[src/hdl/tvs_pkg.sv]
package tvs_pkg;

    localparam int X_SIZE        = 32;
    localparam int Y_SIZE        = 32;
    localparam int Z_SIZE        = 32;
    localparam int FRACTION_BITS = 8;
    localparam int XB            = $clog2(X_SIZE);
    localparam int YB            = $clog2(Y_SIZE);
    localparam int ZB            = $clog2(Z_SIZE);
    localparam int BANK_DEPTH    = (X_SIZE / 2) * (Y_SIZE / 2) * (Z_SIZE / 2);
    localparam int BANK_AW       = XB + YB + ZB - 3;
    localparam int FW            = FRACTION_BITS + 1;
    localparam int SH            = 3 * FRACTION_BITS - 8;

    typedef enum logic {
        OP_WRITE  = 1'b0,
        OP_SAMPLE = 1'b1
    } op_t;

    typedef enum logic [2:0] {
        REG_MIN   = 3'd0,
        REG_SCALE = 3'd1,
        REG_XEXT  = 3'd2,
        REG_YEXT  = 3'd3,
        REG_ZEXT  = 3'd4
    } reg_idx_t;

    // one classified request handed from front to back
    typedef struct packed {
        logic              is_sample;
        logic [XB-1:0]     bx;
        logic [YB-1:0]     by;
        logic [ZB-1:0]     bz;
        logic [FW-1:0]     fx;
        logic [FW-1:0]     fy;
        logic [FW-1:0]     fz;
        logic [XB-1:0]     wx;
        logic [YB-1:0]     wy;
        logic [ZB-1:0]     wz;
        logic [15:0]       wval;
    } tvs_req_t;

endpackage

[src/hdl/tvs_front.sv]
module tvs_front import tvs_pkg::*; (
    input  logic          aclk,
    input  logic          aresetn,
    input  logic          cfg_we,
    input  logic [2:0]    cfg_index,
    input  logic [31:0]   cfg_data,
    input  logic          in_valid,
    output logic          in_ready,
    input  logic          op,
    input  logic [4:0]    vx,
    input  logic [4:0]    vy,
    input  logic [4:0]    vz,
    input  logic [15:0]   vval,
    input  logic [12:0]   px,
    input  logic [12:0]   py,
    input  logic [12:0]   pz,
    output logic [15:0]   min_value,
    output logic [31:0]   scale,
    output logic          q_valid,
    input  logic          q_ready,
    output tvs_req_t      q_req
);
    logic [15:0] min_reg;
    logic [31:0] scale_reg;
    logic [5:0]  xe_reg, ye_reg, ze_reg;
    tvs_req_t    fifo_reg [2];
    logic        wp_reg, rp_reg;
    logic [1:0]  cnt_reg;
    tvs_req_t    req;
    logic [XB-1:0] bx; logic [YB-1:0] by; logic [ZB-1:0] bz;
    logic [FW-1:0] fx, fy, fz;

    assign min_value = min_reg;
    assign scale     = scale_reg;

    always_ff @(posedge aclk) begin
        if (!aresetn) begin
            min_reg   <= '0;
            scale_reg <= 32'd65537;
            xe_reg    <= 6'd32;
            ye_reg    <= 6'd32;
            ze_reg    <= 6'd32;
        end else if (cfg_we) begin
            case (reg_idx_t'(cfg_index))
                REG_MIN:   min_reg   <= cfg_data[15:0];
                REG_SCALE: scale_reg <= cfg_data;
                REG_XEXT:  xe_reg    <= cfg_data[5:0];
                REG_YEXT:  ye_reg    <= cfg_data[5:0];
                REG_ZEXT:  ze_reg    <= cfg_data[5:0];
                default: ;
            endcase
        end
    end

    function automatic logic [9+FW-1:0] locate(input logic [12:0] p, input logic [5:0] e,
                                               input int size);
        logic [8:0]  ext;
        logic [21:0] top;
        logic [8:0]  b;
        logic [FW-1:0] f;
        if (e < 6'd2) ext = 9'd2;
        else if (32'(e) > size) ext = 9'(size);
        else ext = 9'(e);
        top = 22'(ext - 9'd1) << FRACTION_BITS;
        if (22'(p) >= top) begin
            b = ext - 9'd2;
            f = FW'(1) << FRACTION_BITS;
        end else begin
            b = 9'(p >> FRACTION_BITS);
            f = FW'(p[FRACTION_BITS-1:0]);
        end
        locate = {b, f};
    endfunction

    always_comb begin
        logic [9+FW-1:0] lx, ly, lz;
        lx = locate(px, xe_reg, X_SIZE);
        ly = locate(py, ye_reg, Y_SIZE);
        lz = locate(pz, ze_reg, Z_SIZE);
        bx = lx[XB+FW-1:FW]; fx = lx[FW-1:0];
        by = ly[YB+FW-1:FW]; fy = ly[FW-1:0];
        bz = lz[ZB+FW-1:FW]; fz = lz[FW-1:0];
        req.is_sample = (op_t'(op) == OP_SAMPLE);
        req.bx = bx; req.by = by; req.bz = bz;
        req.fx = fx; req.fy = fy; req.fz = fz;
        req.wx = XB'(vx); req.wy = YB'(vy); req.wz = ZB'(vz);
        req.wval = vval;
    end

    // two-entry queue towards the back end
    logic push, pop;
    assign in_ready = (cnt_reg != 2'd2);
    assign push     = in_valid && in_ready;
    assign q_valid  = (cnt_reg != 2'd0);
    assign pop      = q_valid && q_ready;
    assign q_req    = fifo_reg[rp_reg];

    always_ff @(posedge aclk) begin
        if (push) fifo_reg[wp_reg] <= req;
    end

    always_ff @(posedge aclk) begin
        if (!aresetn) begin
            wp_reg <= 1'b0; rp_reg <= 1'b0; cnt_reg <= '0;
        end else begin
            if (push) wp_reg <= ~wp_reg;
            if (pop)  rp_reg <= ~rp_reg;
            cnt_reg <= cnt_reg + 2'(push) - 2'(pop);
        end
    end
endmodule

[config.mk]
export PLATFORM = sky130hd
export DESIGN_NAME = tvs_front
export DESIGN_NICKNAME = d
export VERILOG_FILES = /design/src/hdl/tvs_pkg.sv /design/src/hdl/tvs_front.sv
export SDC_FILE = /design/constraint.sdc
export NUM_CORES = 1
export LEC_CHECK = 0
export BUFFER_PORTS_ARGS = -buffer_cell sky130_fd_sc_hd__buf_2
export CORE_MARGIN = 2
export CORE_UTILIZATION = 47
export CTS_CLUSTER_SIZE = 12
export DETAILED_ROUTE_END_ITERATION = 7
export GPL_ROUTABILITY_DRIVEN = 0
export PLACE_DENSITY = 0.82
export SLEW_MARGIN = 20
export SYNTH_ARGS = -nofsm -noshare
export SYNTH_HDL_FRONTEND = slang
export SYNTH_SLANG_ARGS = --single-unit
[constraint.sdc]
create_clock -name aclk -period 4 [get_ports aclk]
set_input_delay 0.4 -clock aclk [delete_from_list [all_inputs] [get_ports aclk]]
set_output_delay 0.4 -clock aclk [all_outputs]
set_load 0.03 [all_outputs]
==> results of run 1 <==
==> final timing paths <==
kind | slack [ps] | endpoint | cells after the start
max | 710 | fifo_reg[0][69] | 12
min | 70 | fifo_reg[0][8] | 1
max reg2reg | 710 | fifo_reg[0][69] | 12
min reg2reg | 450 | min_value[13] | 2
==> layout by cell type (no fill, tap or decap), types with 3 or more instances in the layout <==
master       n
mux2_1       9
or4_1        3
ha_1        26
a21oi_1      3
nand3_1      7
nor3_1       3
nor2b_1     21
diode_2      3
inv_1       10
a21o_1       3
mux2i_1     22
o31ai_1      5
dfxtp_1     70
clkinv_1     3
a311oi_1     3
nand2_1    117
a21boi_0    43
buf_2      234
clkinv_2     3
nor2_1      13
nor4bb_1     3
a21boi_1     3
o21ai_1      3
edfxtp_1   148
xnor2_1      7
inv_2        3
o21ai_0      3
mux2_2      74
clkbuf_16   26
o21a_1       4
buf_4        3
a31oi_1      6
xor2_1       3
and2_1      29
nor4_1       5
==> worst reg2reg max path, stage by stage (launching register included) <==
cell and delay [ps]:
dfxtp_1 420, nor3_1 110, o21ai_0 380, ha_1 220, nand2_1 50, o31ai_1 300, xnor2_1 130, ha_1 300
a21o_1 180, a21oi_1 160, o21ai_1 110, nand3_2 250, mux2_1 390
==> stage by stage <==
step                  util  std cells
finish              0.5864       1210
global route        0.5862       1209
CTS                 0.5860       1207
detailed placement  0.5495       1172
global placement    0.5495       1172
floorplan                -        702
==> metal layers <==
layer / vias to the layer above / global-route usage / part of all wire
li1: 2977 / - / -
met1: 2863 / 0.2197 / 0.39
met2: 253 / 0.3425 / 0.48
met3: 32 / 0.07285 / 0.11
met4: 0 / 0.05519 / 0.023
met5: - / 0 / 0
==> synthesized netlist by cell type (4+ instances only) <==
| cell | n |
|---|---|
| mux2_2 | 74 |
| nand2_1 | 117 |
| nor4_1 | 5 |
| dfxtp_1 | 71 |
| clkbuf_1 | 28 |
| nand3_1 | 7 |
| and2_1 | 29 |
| nor2b_1 | 21 |
| edfxtp_1 | 148 |
| ha_1 | 26 |
| o21a_1 | 4 |
| mux2_1 | 9 |
| nor2_1 | 15 |
| o31ai_1 | 5 |
| inv_1 | 10 |
| xnor2_1 | 7 |
| a31oi_1 | 6 |
| a21boi_0 | 43 |
| mux2i_1 | 22 |
==> area by class of cell <==
class / instances / area (um2) / share of cell area
Antenna cell: 3 / 7.507 / 0.0006600
Clock buffer: 27 / 654.4 / 0.05753
Clock inverter: 8 / 53.80 / 0.004730
Inverter: 14 / 52.55 / 0.004620
Multi-Input combinational cell: 437 / 3212 / 0.2824
Sequential cell: 219 / 5869 / 0.5160
Tap cell: 265 / 331.6 / 0.02915
Timing Repair Buffer: 237 / 1194 / 0.1049
==> power groups by stage <==
stage | Sequential (mW) | Combinational (mW) | Clock, mW
floorplan | 2.79 | 1.10 | 0
global placement | 2.87 | 1.44 | 0
detailed placement | 2.88 | 1.46 | 0
CTS | 2.84 | 1.47 | 2.05
global route | 2.86 | 1.55 | 2.13
finish | 2.83 | 1.45 | 2.00
==> logic make-up after synthesis <==
group	count (synthesis)	share of synthesized area
compound gates	80	0.06356
flops	219	0.6339
simple gates	216	0.1125
mux	105	0.1248
fa+ha+maj	26	0.03516
buf+inv	46	0.02055
xor+xnor	10	0.009467
==> out/metrics.csv, run 1 <==
stage;metric;value;unit
status;status;finished, final reports clean;
critical_path;cp-start-kind;register;
critical_path;crit_family;compound AO/OA/AOI/OAI gates;
power_and_ir_drop;power_switching;1.913;mW
global_routing;antenna_found_initial;2;
timing;relSlewSlack;0.3024;
power_and_ir_drop;leakage;4.557;nW
critical_path;critPathMaxStageDelay;420;ps
critical_path;path_cells;nor3_1 > o21ai_0 > ha_1 > nand2_1 > o31ai_1 > xnor2_1 > ha_1 > a21o_1 > a21oi_1 > o21ai_1 > nand3_2 > mux2_1;
critical_path;path_buf_inv;0;
global_routing;grt_pass1_wl;31520;um
floorplanning;core-area;0.01940;mm2
cts;cts_max_path_buffers;3;
critical_path;worst-endpoint-arrival;3540;ps
cts;tritoncts;built;
layout;final_nets;1070;
worst_hold_path;min-delay-start;vval[8];
yosys;yosysTopAreaCell;edfxtp_1;
yosys;synth_edf_count;148;
layout;drive_above_1_share;0.3800;
cts;ctsResizeCount;0;
timing;fin_skew;8.121;ps
power_and_ir_drop;p_comb_frac;0.231;
cts;ctsHoldBuffers;0;
critical_path;slowest_stage;dfxtp_1;
critical_path;crit_top_cell;ha_1;
timing;clock.fmax;304.2;MHz
cts;clk_pin_slew;60;ps
detailed_routing;drt_iter0_drc;235;
power_and_ir_drop;p_int;4.374;mW
layout;largest_reg_flops;148;
power_and_ir_drop;swShare;0.3043;
timing;setup_viol;0;
worst_hold_path;hold_path_class;in -> reg;
power_and_ir_drop;total_power;6.287;mW
critical_path;r2r-start;xe_reg[2];
layout;n_fill_cell;1576;
yosys;syn_nets;839;
timing;tightest_slew;1046;ps
cts;clock-sinks;219;
power_and_ir_drop;ir_worst_vdd;308.0;uV
critical_path;path_max_fanout;14;
timing;maxSlewViolCount;0;
cts;cts_inserted_buffers;24;
run;cap_viol_max_count;0;
yosys;synth.area.top_cells;edfxtp_1 48%, dfxtp_1 15%, mux2_2 9.0%;
timing;finalSetupTns;0;ps
floorplanning;dieArea;0.02083;mm2
detailed_routing;wirelength;20760;um
global_routing;grt_pass1_vias;6303;
detailed_routing;ant_nets;0;
yosys;netlist.area_leader.share;0.4803;
global_routing;grt_use_total;0.1939;
global_routing;grt_max_degree;75;
critical_path;critical_path_class;reg -> reg;
yosys;yosysWarningCount;0;
yosys;syn_area_per_cell;13.18;um2
detailed_routing;vias;6125;
power_and_ir_drop;p_seq_frac;0.450;
floorplanning;initial_utilization;0.4770;
yosys;synthCells;702;
timing;hold_viol;0;
timing;hold_ws;66.86;ps
global_routing;grt-ovfl-total;0;
cts;post_cts_buffers;0;
yosys;ys.flop_type;edfxtp_1;
timing;worst_slack;713.1;ps
critical_path;worstSetupEndpointType;register;
yosys;synth_async_sr_flop_share;0;
critical_path;startpoint;xe_reg[2];
floorplanning;row_count;51;
layout;post-route-cell-area;0.01137;mm2
yosys;netlist_area;0.009253;mm2
detailed_routing;routed_via_density;5.062;
detailed_routing;drc;0;
detailed_routing;detail_route.wl_per_cell;17.15;um
yosys;yosysUniqueCellTypes;43;
cts;cts_root_buffer;clkbuf_16;
yosys;yosys_register_bits;219;
cts;clock_latency;520;ps
power_and_ir_drop;p_clk_frac;0.319;
critical_path;cp_data_required_time;4250;ps
timing;grt_setup_unrepaired;no;
placement;dpl_cell_area;0.01066;mm2
timing;finalWorstPathRequiredPeriod;3287;ps
cts;htreeDepth;1;
placement;post-dp-hpwl;14290;um
floorplanning;die_y;144.3;um
power_and_ir_drop;power_density;552.7;mW/mm2
layout;syn_to_final_growth;22.93;%
timing;period_share;0.8217;
placement;port_buffers;234;
floorplanning;die_w;144.3;um
floorplanning;ioPinCount;235;
yosys;ys_seq_area_frac;0.6339;
detailed_routing;dr.pass1.iters;6;
placement;pre_cts_slack;763.0;ps
Power figures use the tool's default switching activity.
==> inputs of run 2 (changes only) <==
- clock period: 4 -> 2.9 ns (I/O delays scaled with it)
==> run 2 against run 1 <==
Combinational power increased by 56%. Clock power increased by 44%. First-iteration DRC count increased by 22%. Via count increased by 5.3%. Sequential share of layout area decreased by 3.5 points. Design area increased by 7.7%. Non-clock buffer count increased by 65. Total power increased by 42%. Final cell count increased by 5.3%. Critical path type unchanged.
==> out/metrics.csv, run 2 (synthesis results as in run 1) <==
stage;metric;value;unit;change
timing;period_share;0.9788;;+0.1571
floorplanning;initial_utilization;0.4770;;unchanged
placement;dp_cells;1199;;+2.3%
cts;clk_pin_slew;60;ps;about the same
detailed_routing;routed_via_density;5.064;;about the same
timing;finalWorstPathRequiredPeriod;2839;ps;-448.3 ps
power_and_ir_drop;ir_worst_vdd;415.7;uV;+35%
power_and_ir_drop;p_clk_frac;0.322;;+0.003
global_routing;grt_use_total;0.2030;;+0.009110
detailed_routing;drc;0;;unchanged
cts;cts_max_path_buffers;3;;unchanged
placement;post-dp-hpwl;14340;um;+0.34%
timing;tightest_slew;1012;ps;-34.59 ps
power_and_ir_drop;power_density;729.8;mW/mm2;+32%
cts;htreeDepth;1;;unchanged
critical_path;cp-start-kind;register;;
floorplanning;die_y;144.3;um;unchanged
timing;fin_skew;14.19;ps;+6.071 ps
status;status;finished, final reports clean;;
cts;cts_inserted_buffers;24;;unchanged
worst_hold_path;hold_path_depth;3;;+2
critical_path;r2r-start;ze_reg[2];;
worst_hold_path;hold_path_class;in -> reg;;
layout;largest_reg_flops;148;;unchanged
critical_path;ff2ff_path_depth;10;;-2
floorplanning;dieArea;0.02083;mm2;unchanged
critical_path;worstSetupEndpointType;register;;
global_routing;antenna_found_initial;1;;-1
floorplanning;ioPinCount;235;;unchanged
global_routing;grt_max_degree;72;;-4.0%
detailed_routing;ant_nets;0;;unchanged
timing;hold_ws;24.11;ps;-42.75 ps
worst_hold_path;min-delay-start;cfg_data[24];;
detailed_routing;vias;6451;;+5.3%
global_routing;grt_pass1_vias;6501;;+3.1%
power_and_ir_drop;p_comb_frac;0.253;;+0.022
floorplanning;row_count;51;;unchanged
layout;final_common_cell;buf_2;;
layout;final_nets;1135;;+6.1%
critical_path;critical_path_class;reg -> reg;;
cts;clock_latency;520;ps;about the same
layout;syn_to_final_growth;32.35;%;
layout;fin_util;0.6313;;+0.04489
timing;hold_viol;0;;unchanged
worst_hold_path;whs_endpoint;scale[24];;
timing;setup_viol;0;;unchanged
power_and_ir_drop;p_seq_frac;0.425;;-0.025
detailed_routing;dr.pass1.iters;4;;-2
layout;layout_common_cells;234 x buf_2, 148 x edfxtp_1, 117 x nand2_1;;
power_and_ir_drop;power_switching;2.712;mW;+42%
cts;tritoncts;built;;
detailed_routing;drt_iter0_drc;286;;+22%
timing;maxSlewViolCount;0;;unchanged
global_routing;grt-ovfl-total;0;;unchanged
critical_path;worst-endpoint-arrival;3100;ps;-440 ps
power_and_ir_drop;swShare;0.3035;;-0.0008090
cts;clock-sinks;219;;unchanged
detailed_routing;detail_route.wl_per_cell;17.37;um;+1.2%
power_and_ir_drop;p_int;6.225;mW;+42%
layout;finalNonFillerCells;1274;;+5.3%
critical_path;r2r_end;fifo_reg[1][62];;
run;cap_viol_max_count;0;;unchanged
layout;drive_above_1_share;0.4246;;+0.04456
cts;cts_root_buffer;clkbuf_16;;
power_and_ir_drop;leakage;4.948;nW;+8.6%
floorplanning;core-area;0.01940;mm2;unchanged
placement;port_buffers;234;;unchanged
floorplanning;die_w;144.3;um;unchanged
critical_path;cp_data_required_time;3160;ps;-1090 ps
critical_path;path_max_fanout;7;;-7
critical_path;ff2ff_setup_slack;60;ps;-650 ps
global_routing;grt_pass1_wl;32970;um;+4.6%
detailed_routing;wirelength;22130;um;+6.6%
timing;relSlewSlack;0.3255;;+0.02306
timing;clock.fmax;352.3;MHz;+16%
[run 2: routing by layer]
layer | track usage | part of all wire
met5 | 0 | 0
met3 | 0.07020 | 0.10
met2 | 0.3632 | 0.49
met4 | 0.05314 | 0.022
met1 | 0.2320 | 0.39
[run 2: layout make-up]
class | instances | area (um2)
Multi-Input combinational cell | 437 | 3412
Tap cell | 265 | 331.6
Clock buffer | 29 | 661.9
Clock inverter | 7 | 73.82
Inverter | 14 | 55.05
Antenna cell | 1 | 2.502
Timing Repair Buffer | 302 | 1821
Fill cell | 1478 | 7153
Sequential cell | 219 | 5888
[run 2: power by group through the flow]
stage	clock (mW)	sequential, mW	combinational, mW
after floorplan	0	3.84	1.52
after global placement	0	3.84	2.15
after detailed placement	0	3.86	2.18
after CTS	2.92	3.80	2.23
after global routing	3.05	3.83	2.41
final	2.87	3.80	2.26
[run 2: through the flow]
| stage | total power, mW | setup WS (ps) | cell area [um2] | setup TNS (ps) |
|---|---|---|---|---|
| after global routing | 9.288 | -31.57 | 12240 | -632.0 |
| after global placement | 5.993 | -13.28 | 10900 | -223.7 |
| after CTS | 8.950 | 4.504 | 12050 | 0 |
| after floorplan | 5.361 | 37.51 | 9261 | 0 |
| after detailed placement | 6.036 | -103.0 | 10900 | -1888 |
| final | 8.937 | 61.40 | 12250 | 0 |
[run 2: how the worst max path moves through the flow]
stage | start | endpoint | slack (ps) | cells past startpoint
after floorplan | ze_reg[3] | fifo_reg[0][59] | 40 | 11
after global placement | ze_reg[2] | fifo_reg[0][38] | -10 | 11
after detailed placement | ze_reg[2] | fifo_reg[0][61] | -100 | 10
after CTS | ze_reg[2] | fifo_reg[0][61] | 5 | 10
after global routing | ze_reg[2] | fifo_reg[0][59] | -30 | 10
final | ze_reg[2] | fifo_reg[1][62] | 60 | 10
[run 2: timing repair]
| item | CTS | global route |
|---|---|---|
| cloned | 1 | 1 |
| hold buffers | 33 | 0 |
| gates resized for setup | 14 | 47 |
| endpoints found under the hold margin | 65 | 0 |
| buffers inserted | 2 | 1 |
| endpoints found under the setup margin | 26 | 82 |
| pin swaps | 7 | 13 |
[run 2: worst max-delay path, stage by stage (launching register included)]
cell and delay [ps]:
dfxtp_2 330, or4_4 500, and3_4 180, inv_4 60, ha_4 200, ha_4 260, nor4bb_4 210, a311oi_2 160
o21ai_2 190, o211ai_4 170, mux2_4 340
